$ cat src/hw/rtl/hmq_pkg.sv
// shared types and constants of the binary min-heap priority queue
package hmq_pkg;

  localparam int unsigned KeyW    = 32;
  localparam int unsigned PairW   = 2 * KeyW;
  localparam int unsigned StatusW = 2;
  localparam int unsigned FillW   = 8;
  // 1-based node index; covers child indexes of the deepest level for up to 65536 keys
  localparam int unsigned IdxW    = 18;

  typedef logic signed [KeyW-1:0] key_t;

  typedef enum logic {
    OP_INSERT = 1'b0,
    OP_POP    = 1'b1
  } op_e;

  typedef enum logic [StatusW-1:0] {
    STS_OK    = 2'd0,
    STS_EMPTY = 2'd1,
    STS_FULL  = 2'd2
  } status_e;

  // sibling pair of one level: lo is the left (even) node, hi the right one
  typedef struct packed {
    key_t hi;
    key_t lo;
  } pair_t;

  // operation walking down the chain of level cells
  typedef struct packed {
    logic            vld;
    op_e             op;
    key_t            key;   // moving key
    logic [IdxW-1:0] idx;   // node the key sits at, 1-based
    logic [IdxW-1:0] cnt;   // keys held after the operation
    logic [IdxW-1:0] path;  // insert target, leading one at the top bit
  } tok_t;

  typedef struct packed {
    logic            re;
    logic [IdxW-1:0] idx;
  } rd_req_t;

  typedef struct packed {
    logic done;
    logic hit;
    key_t val;
  } cell_sts_t;

endpackage

$ cat src/hw/rtl/hmq_ram.sv
// generic single-write, single-read ram with registered read data
module hmq_ram #(
  parameter int unsigned WIDTH = 64,
  parameter int unsigned DEPTH = 64,
  parameter int unsigned AW    = (DEPTH > 1) ? $clog2(DEPTH) : 1
) (
  input  logic             clk_i,
  input  logic             we_i,
  input  logic [AW-1:0]    waddr_i,
  input  logic [WIDTH-1:0] wdata_i,
  input  logic             re_i,
  input  logic [AW-1:0]    raddr_i,
  output logic [WIDTH-1:0] rdata_o
);

  logic [WIDTH-1:0] mem_q [DEPTH];
  logic [WIDTH-1:0] rdata_q;

  always_ff @(posedge clk_i) begin
    if (we_i) begin
      mem_q[waddr_i] <= wdata_i;
    end
    if (re_i) begin
      rdata_q <= mem_q[raddr_i];
    end
  end

  assign rdata_o = rdata_q;

endmodule

$ cat src/hw/rtl/hmq_cell.sv
// one heap level: its node pairs in a ram and the compare step of a sift
module hmq_cell #(
  parameter int unsigned LVL = 0
) (
  input  logic               clk_i,
  input  logic               rst_ni,
  input  hmq_pkg::tok_t      tok_i,
  output hmq_pkg::tok_t      tok_o,
  input  hmq_pkg::rd_req_t   bus_i,
  input  hmq_pkg::rd_req_t   nb_rd_i,
  output hmq_pkg::rd_req_t   nb_rd_o,
  input  hmq_pkg::pair_t     kid_i,
  output hmq_pkg::pair_t     pair_o,
  output hmq_pkg::cell_sts_t sts_o
);

  import hmq_pkg::*;

  localparam int unsigned RamD = (LVL < 2) ? 1 : ((1 << LVL) >> 1);
  localparam int unsigned AW   = (RamD > 1) ? $clog2(RamD) : 1;

  tok_t            tok_q;
  logic            busy_q, ph_q, hit_q, hsel_q;
  pair_t           rd;
  logic            bus_hit, ram_re, we, act_b, half, lv, rv, pick_r, pass;
  logic [IdxW-1:0] ridx, lidx;
  logic [AW-1:0]   raddr, waddr;
  key_t            ov, pv, wval;
  pair_t           wdata;

  // broadcast reads address a node of this level only
  assign bus_hit = bus_i.re && ((bus_i.idx >> LVL) == IdxW'(1));
  assign ridx    = bus_hit ? bus_i.idx : nb_rd_i.idx;
  assign ram_re  = bus_hit || nb_rd_i.re;
  assign raddr   = (LVL < 2) ? '0 : AW'(ridx >> 1);
  assign waddr   = (LVL < 2) ? '0 : AW'(tok_q.idx >> 1);

  hmq_ram #(
    .WIDTH (PairW),
    .DEPTH (RamD)
  ) u_ram (
    .clk_i   (clk_i),
    .we_i    (we),
    .waddr_i (waddr),
    .wdata_i (wdata),
    .re_i    (ram_re),
    .raddr_i (raddr),
    .rdata_o (rd)
  );

  always_ff @(posedge clk_i or negedge rst_ni) begin
    if (!rst_ni) begin
      busy_q <= 1'b0;
      ph_q   <= 1'b0;
      hit_q  <= 1'b0;
    end else begin
      hit_q <= bus_hit;
      if (tok_i.vld) begin
        busy_q <= 1'b1;
        ph_q   <= 1'b0;
      end else if (busy_q && !ph_q) begin
        ph_q <= 1'b1;
      end else if (busy_q) begin
        busy_q <= 1'b0;
      end
    end
  end

  always_ff @(posedge clk_i) begin
    if (tok_i.vld) begin
      tok_q <= tok_i;
    end
    if (bus_hit) begin
      hsel_q <= (LVL == 0) ? 1'b0 : bus_i.idx[0];
    end
  end

  // first step (ph_q low): fetch the children pair from the next level
  assign nb_rd_o.re  = busy_q && !ph_q;
  assign nb_rd_o.idx = lidx;

  // second step (ph_q high): decide what stays at this node and what moves on
  always_comb begin
    act_b  = busy_q && ph_q;
    half   = (LVL == 0) ? 1'b0 : tok_q.idx[0];
    ov     = half ? rd.hi : rd.lo;
    lidx   = tok_q.idx << 1;
    lv     = lidx <= tok_q.cnt;
    rv     = (lidx | IdxW'(1)) <= tok_q.cnt;
    pick_r = rv && !($signed(kid_i.lo) < $signed(kid_i.hi));
    pv     = pick_r ? kid_i.hi : kid_i.lo;
    tok_o  = tok_q;
    pass   = 1'b0;
    wval   = tok_q.key;
    case (tok_q.op)
      OP_POP: begin
        if (lv && ($signed(pv) < $signed(tok_q.key))) begin
          wval      = pv;
          pass      = 1'b1;
          tok_o.idx = lidx | IdxW'(pick_r);
        end
      end
      OP_INSERT: begin
        if (tok_q.idx != tok_q.cnt) begin
          pass       = 1'b1;
          tok_o.idx  = lidx | IdxW'(tok_q.path[IdxW-2]);
          tok_o.path = tok_q.path << 1;
          if ($signed(tok_q.key) < $signed(ov)) begin
            tok_o.key = ov;
          end else begin
            wval = ov;
          end
        end
      end
      default: begin
        pass = 1'b0;
      end
    endcase
    tok_o.vld = act_b && pass;
    we        = act_b;
    wdata     = half ? pair_t'{hi: wval, lo: rd.lo} : pair_t'{hi: rd.hi, lo: wval};
  end

  assign pair_o     = rd;
  assign sts_o.done = act_b && !pass;
  assign sts_o.hit  = hit_q;
  assign sts_o.val  = hsel_q ? rd.hi : rd.lo;

endmodule
$ cat config.mk
export PLATFORM = sky130hd
export DESIGN_NAME = hmq_cell
export DESIGN_NICKNAME = d
export VERILOG_FILES = /design/src/hw/rtl/hmq_pkg.sv /design/src/hw/rtl/hmq_ram.sv /design/src/hw/rtl/hmq_cell.sv
export SDC_FILE = /design/constraint.sdc
export NUM_CORES = 1
export LEC_CHECK = 0
export BUFFER_PORTS_ARGS = -buffer_cell sky130_fd_sc_hd__buf_2
export CAP_MARGIN = 0
export CORE_MARGIN = 2
export CORE_UTILIZATION = 52
export DETAILED_ROUTE_END_ITERATION = 8
export MAX_ROUTING_LAYER = met4
export PLACE_DENSITY_LB_ADDON = 0.12
export RECOVER_POWER = 100
export SLEW_MARGIN = 25
export SYNTH_ARGS = -nofsm -noshare
export SYNTH_HDL_FRONTEND = slang
export SYNTH_HIERARCHICAL = 1
export SYNTH_SLANG_ARGS = --single-unit
export TNS_END_PERCENT = 20
$ cat constraint.sdc
create_clock -name clk_i -period 5.9 [get_ports clk_i]
set_input_delay 0.295 -clock clk_i [delete_from_list [all_inputs] [get_ports clk_i]]
set_output_delay 0.295 -clock clk_i [all_outputs]
set_load 0.01 [all_outputs]
==> Word level (Yosys, flattened, before mapping) <==
Memories as Yosys holds them, arrays and structs flattened. A register that Yosys moved wholly into a read port is not among the register bits.
Index checks and enable logic that the tools add are counted.
{ "totals": {"memories": 1, "input_bits": 192, "reg_bits": 90, "output_inout_bits": 205, "elab_cells": 53, "ram_bits": 64} }
{ "op_classes": {"order_cmp": 5, "n_reduce_logical": 12, "muxes": 21, "eq_ne": 3, "bitwise": 3} }
{ "mem_list": {"columns": ["memory", "depth", "width", "rd", "rd_clocked_by_memory_dff", "wr", "line_no", "source"], "rows": [
  ["u_ram.mem_q", 1, 64, 1, 1, 1, "hmq_ram.sv:16", "logic [WIDTH-1:0] mem_q [DEPTH];"]
]} }
{ "op_table": {"columns": ["op", "n"], "rows": [
  ["$mux W32", 6],
  ["$lt A32 B32 Y1", 3],
  ["$pmux W32 S2", 1],
  ["$mux W18", 3],
  ["$mux W50", 1],
  ["$le A18 B18 Y1", 2],
  ["$or A18 B1 Y18", 2],
  ["$pmux W18 S2", 1],
  ["$eq A18 B1 Y1 const B", 1],
  ["$ne A18 B18 Y1", 1],
  ["$mux W1", 8],
  ["$logic_and A1 B1 Y1", 7],
  ["$logic_not A1 Y1", 3],
  ["$ne A2 B2 Y1 const B", 1],
  ["$pmux W1 S2", 1],
  ["$reduce_bool A2 Y1", 1],
  ["$logic_or A1 B1 Y1", 1],
  ["$not A1 Y1", 1]
]} }

==> Longest topological paths before layout <==
Gate-level depths: netlist of the first run.
{ "logic_depth": {"depth_word": 10, "mapped_depth": 23, "mapped_depth_nobuf": 20} }

==> Cells and area by module <==
The synthesis of the first run kept the hierarchy.
{ "modules_own_cells": {"columns": ["module", "area_each_um2", "instances", "seq_area_each_um2", "cells_each"], "rows": [
  ["hmq_cell", 8289.2, 1, 2687.6, 893],
  ["hmq_ram", 3843.7, 1, 3843.7, 128]
]} }

==> Least setup slack after synthesis of the first run <==
Ideal clock, no wire load.
{ "synth_timing": {"path_kind": "in2out", "startpoint": "input port kid_i[47] (netlist name)", "endpoint": "output port tok_o[36] (netlist name)", "setup_slack_ps": 895, "cell_stages": 21, "arrival_time_ps": 4710, "t_required_ps": 5605, "path_buffers": 2, "cell_sequence": "inv_1 > ha_1 > nand4_1 > or4_1 > o32a_1 > a21oi_2 > or3_2 > nand2_1 > clkbuf_1 > o21ai_0 > ha_1 > a21o_1 > a21oi_1 > a2bb2oi_1 > o211ai_1 > a2111oi_0 > and3_1 > a41o_1 > mux2i_1 > buf_4 > a221o_1"} }
{ "synth_rtl": {"columns": ["element", "line_no", "source"], "rows": [
  ["start: declaration", "hmq_cell.sv:12", "input hmq_pkg::pair_t kid_i,"],
  ["end: declaration", "hmq_cell.sv:8", "output hmq_pkg::tok_t tok_o,"]
]} }

==> results.tsv, run 1 <==
stage	metric	value	unit
run_status	outcome	finished, violations left	
run_status	violations	max-capacitance violations, max-slew violations	
timing	worstMarginPinSlew	2.99	ns
power	p_leak	7.12	nW
global_route	overflow	0	
setup_path	worst-path-max-fanout	14	
clock_tree	h-tree-depth	1	
setup_path	critPathCaptureType	output port	
logic_synthesis	syn_area	12100	um^2
die	core_area	22800	um^2
global_route	grt_max_degree	67	
clock_tree	cts.sinks	218	
logic_synthesis	ys.flop_type	edfxtp_1	
layout	nets	1768	
setup_path	path_class	register to output port	
setup_path	rrSetupSlack	0.74	ns
global_route	grt_antenna_before_repair	7	
clock_tree	path_clk_slew	0.06	ns
setup_path	required	5.61	ns
logic_synthesis	synth.avg_cell_area	11.9	um^2
power	peakVddDrop	242	uV
die	die_area	24600	um^2
detailed_routing	route.detailed.drc	0	
timing	fmax	174	MHz
power	p_sw_share	30.5	%
setup_path	critPathTopFamily	simple AND/OR/NAND/NOR gates	
global_route	grtUsageTotal	28.5	%
setup_path	slowest_stage	edfxtp_1	
logic_synthesis	synth.top_cell.area_share	53.2	%
detailed_routing	wl	35800	um
detailed_routing	routed_via_density	5.38	
setup_path	crit_arrival	5.44	ns
layout	syn2layout_area_growth	32.0	%
setup_path	r2r_start	tok_o[29]	
power	pwr-share-seq	41.3	%
logic_synthesis	synth_nets	1324	
power	p_clk_share	30.7	%
clock_tree	insertion_delay	0.53	ns
placed_design	hpwl	24800	um
global_route	grt_pass1_vias	9612	
worst_hold_path	hold_path.class	primary input to asynchronous set/reset pin	
detailed_routing	ant_nets	0	
die	die_y	157	um
setup_path	critPathMaxStageDelay	0.40	ns
setup_path	critPathLaunchType	register	
logic_synthesis	async_flop_share	1.38	%
die	initial_core_util	53.3	%
detailed_routing	first_pass_iters	5	
placed_design	routabilityCongestion	0.905	
clock_tree	ctsRootBufferMaster	clkbuf_16	
clock_tree	cts_tree	done	
power	switching_power	1.47	mW
detailed_routing	wl_per_cell	19.8	um
setup_path	reg2reg_depth	22	
detailed_routing	initialDrtViolationCount	578	
logic_synthesis	yosysTopAreaCell	edfxtp_1	
timing	skew	0.0108	ns
layout	drive_gt1_share	32.7	%
job	maxCapViolCount	2	
power	power_density	300	nW/um^2
power	internal_power	3.35	mW
timing	drv_slew	92	
setup_path	cp_cell_sequence	inv_1, ha_1, nand4_1, nor4_4, nand2b_1, nand3_1, a22oi_2, nand2_2, buf_6, buf_12, o21ai_1, ha_1, nand4_1, nor2_4, nand3_2, or3_4, a41o_1, a41o_1, mux2i_4, clkbuf_16, mux2_2, buf_2	
die	io_pins	397	
power	comb_power_share	28.0	%
die	dieWidth	157	um
timing	rsz0062_at_grt	true	
setup_path	reg2reg_to	u_ram/mem_q[0][0]	
logic_synthesis	synth.top_cells.by_area	edfxtp_1 53%, ha_1 11%, buf_4 4.5%	
clock_tree	cts_buffer_depth	3	
die	num_rows	55	
logic_synthesis	ys_seq_area_share	53.8	%
detailed_routing	via_count	9704	
timing	finalCritPeriodShare	97.3	%
placed_design	port_buffers	377	
logic_synthesis	synth_edf_count	215	
setup_path	cp_num_buf_inv	5	
logic_synthesis	yosys_register_bits	218	
timing	finalSetupViolations	0	
timing	hold_viol	0	
timing	layout_min_cycle_time	5.74	ns
logic_synthesis	synth_warnings	6	
logic_synthesis	ys_types	59	
timing	slew_headroom	-99.2	%
logic_synthesis	synthCells	1021	
global_route	grt_pass1_wl	52400	um
power	p_total	4.81	mW
timing	setup_tns	0	ns
clock_tree	cts_buffers	24	
## layout by cell type (no fill, tap or decap), types with 8 or more instances in the layout
master and count:
buf_2 333, edfxtp_1 215, inv_1 118, ha_1 108, dlygate4sd3_1 90, o21ai_0 83, nand2_1 55, clkbuf_1 49
nand3_1 45, buf_4 42, a21oi_1 37, mux2i_1 34, mux2_2 26, clkbuf_16 26, nand4_1 24, xnor2_1 14
a21o_1 13, o211ai_1 12, o221a_1 12, diode_2 9, o21ai_1 9, nor2_1 8, mux2_4 8
## what timing repair did
action	in CTS	in global routing
hold buffers	90	0
gates resized for setup	3	46
pin swaps	1	6
buffers inserted	2	26
endpoints found under the setup margin	18	22
gates cloned	0	2
hold endpoints to repair	91	0
## layer usage
layer | vias up | track usage, % | part of all wire (%)
met5 | - | - | 0
met4 | 0 | 7.47 | 2.5
met3 | 69 | 5.34 | 7.5
met2 | 428 | 48.2 | 49
met1 | 4612 | 35.4 | 41
li1 | 4595 | - | -
## cell usage after synthesis, types with 3 or more instances
cell type / n
nor2_1: 12
a2111oi_0: 4
and2_1: 5
o221a_1: 12
nand4_1: 24
buf_4: 73
ha_1: 111
o21ai_0: 94
mux2_2: 33
a211oi_1: 7
o211ai_1: 12
nand2_1: 57
nor2b_1: 4
a21o_1: 13
a21oi_1: 39
xnor2_1: 14
edfxtp_1: 215
buf_6: 3
inv_1: 118
clkbuf_1: 23
or2_2: 3
xor2_1: 4
nand2b_1: 6
dfrtp_1: 3
nand3_1: 46
nor4_1: 6
nor3_1: 6
nor4b_1: 3
mux2i_1: 35
## power groups by stage
stage | Clock, mW | Sequential (mW) | Combinational (mW)
global route | 1.55 | 2.00 | 1.47
floorplan | 0 | 2.00 | 0.775
global placement | 0 | 2.01 | 1.17
detailed placement | 0 | 2.02 | 1.20
CTS | 1.49 | 1.99 | 1.25
finish | 1.48 | 1.99 | 1.35
## through the flow
step                      hold WS (ns)  setup slack, ns  std cells  util (%)  cell area (um^2)
after floorplan              -0.000591            0.895       1021         -             12100
after global placement          0.0993           0.0793       1632      61.3             14000
after detailed placement        0.0982          -0.0109       1632      61.3             14000
after CTS                       0.0823          -0.0131       1767      68.7             15600
after global routing             0.118          -0.0999       1802      70.3             16000
final                            0.111            0.160       1804      70.3             16000
## flip-flops by register name, indices dropped and copies added, names as in the netlist
register and flops:
tok_q 51, tok_o 19, u_ram/rdata_o 64, u_ram/mem_q 64, hit_q 1, ph_q 1
nb_rd_o 17, busy_q 1
## cell families after synthesis
kind of cell | synth area share, %
DFF | 53.8
AOI/OAI and AO/OA | 10.5
and+or+nand+nor | 7.53
xor gates and xnor gates | 1.30
muxes | 6.17
other | 0.0309
adders and majority gates | 11.4
buffers and inverters | 9.20
## worst max-delay path by stage
| stage | startpoint | endpoint | slack [ns] | depth (start not counted) |
|---|---|---|---|---|
| floorplan | kid_i[47] | tok_o[36] | 0.90 | 21 |
| detailed placement | kid_i[1] | u_ram/mem_q[0][0] | -0.01 | 22 |
| finish | tok_o[29] | tok_o[46] | 0.16 | 22 |
| global placement | kid_i[1] | tok_o[38] | 0.08 | 22 |
| CTS | tok_o[29] | tok_o[37] | -0.01 | 23 |
| global route | tok_o[29] | tok_o[46] | -0.1 | 22 |
## cell type report
type	instances	area [um^2]
Antenna cell	9	22.5
Clock buffer	30	644
Clock inverter	13	114
Fill cell	1678	6760
Inverter	118	443
Multi-Input combinational cell	585	4680
Sequential cell	218	6530
Tap cell	313	392
Timing Repair Buffer	518	3190
No activity file was read; power rests on OpenSTA's default activity.
==> run 2: changes to the inputs <==
CTS_BUF_LIST = sky130_fd_sc_hd__clkbuf_8 sky130_fd_sc_hd__clkbuf_16   (was unset)
==> run 2 against run 1 <==
The flow still finishes with violations (max-capacitance violations, max-slew violations); largest power group unchanged; power down 0.17%; global-route usage unchanged; largest cell class unchanged; worst hold slack worse by 0.00083 ns; routed wire length about the same; critical endpoint unchanged; clock skew down 0.00073 ns; combinational power about the same.
==> results.tsv, run 2 (same netlist as run 1, synthesis figures left out) <==
stage	metric	value	unit	change
timing	skew	0.0101	ns	-0.000727 ns
layout	final_cell_mix	333 x buf_2, 215 x edfxtp_1, 123 x inv_1		
global_route	grt_use_met3	5.34	%	unchanged
placed_design	dpl.cell_count	1632		unchanged
clock_tree	cts_tree	done		
setup_path	worst-path-max-fanout	14		unchanged
layout	layout_commonest_cell	buf_2		
placed_design	hpwl	24800	um	unchanged
timing	layout_setup_ws	0.147	ns	-0.0131 ns
power	pwr-share-seq	41.4	%	about the same
clock_tree	h-tree-depth	1		unchanged
setup_path	critPathLaunchType	register		
clock_tree	insertion_delay	0.52	ns	about the same
die	die_y	157	um	unchanged
worst_hold_path	hold_path.class	primary input to asynchronous set/reset pin		
clock_tree	cts.sinks	218		unchanged
run_status	outcome	finished, violations left		
detailed_routing	route.detailed.drc	0		unchanged
timing	drv_slew	92		unchanged
die	dieWidth	157	um	unchanged
job	maxCapViolCount	2		unchanged
global_route	grt_pass1_wl	52400	um	unchanged
setup_path	critPathCaptureType	output port		
layout	drive_gt1_share	32.7	%	unchanged
setup_path	cp_cell_sequence	inv_1, ha_1, nand4_1, nor4_4, nand2b_1, nand3_1, a22oi_2, nand2_2, buf_6, buf_12, o21ai_1, ha_1, nand4_1, nor2_4, nand3_2, or3_4, a41o_1, a41o_1, mux2i_4, clkbuf_16, mux2_2, buf_2		
power	p_sw_share	30.5	%	+0.062 points
timing	layout_min_cycle_time	5.75	ns	+0.0131 ns
placed_design	routabilityCongestion	0.905		unchanged
power	internal_power	3.34	mW	-0.26%
layout	final_core_util	70.3	%	unchanged
power	switching_power	1.47	mW	about the same
timing	rsz0062_at_grt	true		
run_status	violations	max-capacitance violations, max-slew violations		
setup_path	cp_num_buf_inv	5		unchanged
power	power_density	300	nW/um^2	-0.17%
power	p_clk_share	30.6	%	about the same
detailed_routing	first_pass_iters	5		unchanged
timing	fmax	174	MHz	-0.23%
die	die_area	24600	um^2	unchanged
timing	finalCritPeriodShare	97.5	%	+0.22 points
detailed_routing	initialDrtViolationCount	602		+4.2%
die	io_pins	397		unchanged
setup_path	path_class	register to output port		
die	num_rows	55		unchanged
setup_path	critPathTopFamily	simple AND/OR/NAND/NOR gates		
global_route	grt_max_degree	67		unchanged
placed_design	port_buffers	377		unchanged
setup_path	required	5.61	ns	about the same
global_route	gr-usage-met2	48.2	%	unchanged
setup_path	critPathMaxStageDelay	0.40	ns	about the same
layout	multiInputGateArea	4680	um^2	unchanged
detailed_routing	routed_via_density	5.38		about the same
detailed_routing	ant_nets	0		unchanged
power	p_leak	7.14	nW	+0.29%
placed_design	place_ws	-0.0109	ns	unchanged
detailed_routing	wl_per_cell	19.8	um	about the same
clock_tree	cts_buffers	24		unchanged
global_route	top_usage_layer	met2		
layout	fill_cells	1678		unchanged
layout	regArea	6530	um^2	unchanged
timing	finalSetupViolations	0		unchanged
die	initial_core_util	53.3	%	unchanged
clock_tree	ctsRootBufferMaster	clkbuf_16		
setup_path	crit_arrival	5.46	ns	+0.02 ns
global_route	grtUsageTotal	28.5	%	unchanged
power	peakVddDrop	242	uV	-0.10%
detailed_routing	via_count	9710		+0.062%
layout	syn2layout_area_growth	32.0	%	unchanged
timing	hold_viol	0		unchanged
die	core_area	22800	um^2	unchanged
timing	setup_tns	0	ns	unchanged
timing	worstMarginPinSlew	2.98	ns	-0.00668 ns
setup_path	slowest_stage	edfxtp_1		
global_route	grtUsageMet1	35.4	%	unchanged
power	comb_power_share	28.0	%	about the same
timing	slew_headroom	-98.8	%	+0.45 points
global_route	grt_antenna_before_repair	7		unchanged
global_route	grt_pass1_vias	9612		unchanged
detailed_routing	wl	35800	um	about the same
clock_tree	path_clk_slew	0.06	ns	about the same
layout	fin_cells	1804		unchanged
clock_tree	cts_buffer_depth	3		unchanged
power	p_total	4.80	mW	-0.17%
layout	nets	1768		unchanged
global_route	overflow	0		unchanged
run 2: cell types whose count changed in the layout (fill, tap and decap cells not counted), sizes merged:
cell,previous run,this run
clkbuf,75,70
inv,118,123
run 2: worst paths after layout:
kind                                    startpoint            endpoint  slack, ns  cells past startpoint
worst max-delay path                     tok_o[29]           tok_o[46]       0.15                     22
worst min-delay path                        rst_ni                ph_q       0.11                      2
worst max register to register           tok_o[29]   u_ram/mem_q[0][0]       0.73                     22
worst min register to register  u_ram/mem_q[0][44]   u_ram/rdata_o[44]       0.41                      0
max in group asynchronous                   rst_ni               hit_q       5.63                      2
min in group clk_i                       kid_i[16]  u_ram/mem_q[0][16]       0.31                      4
run 2: stage by stage:
step / hold WS (ns) / cell area [um^2]
floorplan: -0.000591 / 12100
global placement: 0.0993 / 14000
detailed placement: 0.0982 / 14000
CTS: 0.0823 / 15600
global route: 0.118 / 16000
finish: 0.110 / 16000
run 2: final cells by class:
cell class	instances	share of cell area (%)
flip-flops and latches	218	40.8
repair buffers	518	19.9
clock buffers	25	3.91
diodes	9	0.141
inverters	118	2.77
multi-input cells	585	29.2
well taps	313	2.45
clock inverters	18	0.828
run 2: per-layer routing:
layer	share of wire (%)	wire length, um
met1	41	14600
met2	49	17600
met5	0	0
met4	2.6	922
met3	7.5	2670
run 2: power by group through the flow:
stage	clock, mW	combinational (mW)	sequential, mW
floorplan	0	0.775	2.00
global placement	0	1.17	2.01
detailed placement	0	1.20	2.02
CTS	1.48	1.25	1.99
global route	1.54	1.47	2.00
finish	1.47	1.35	1.99
run 2: timing repair:
action,CTS,global route
hold endpoints to repair,91,0
hold buffers,90,0
endpoints found under the setup margin,18,22
gates resized for setup,3,46
buffers inserted,2,26
pin swaps,1,6
cloned,0,2
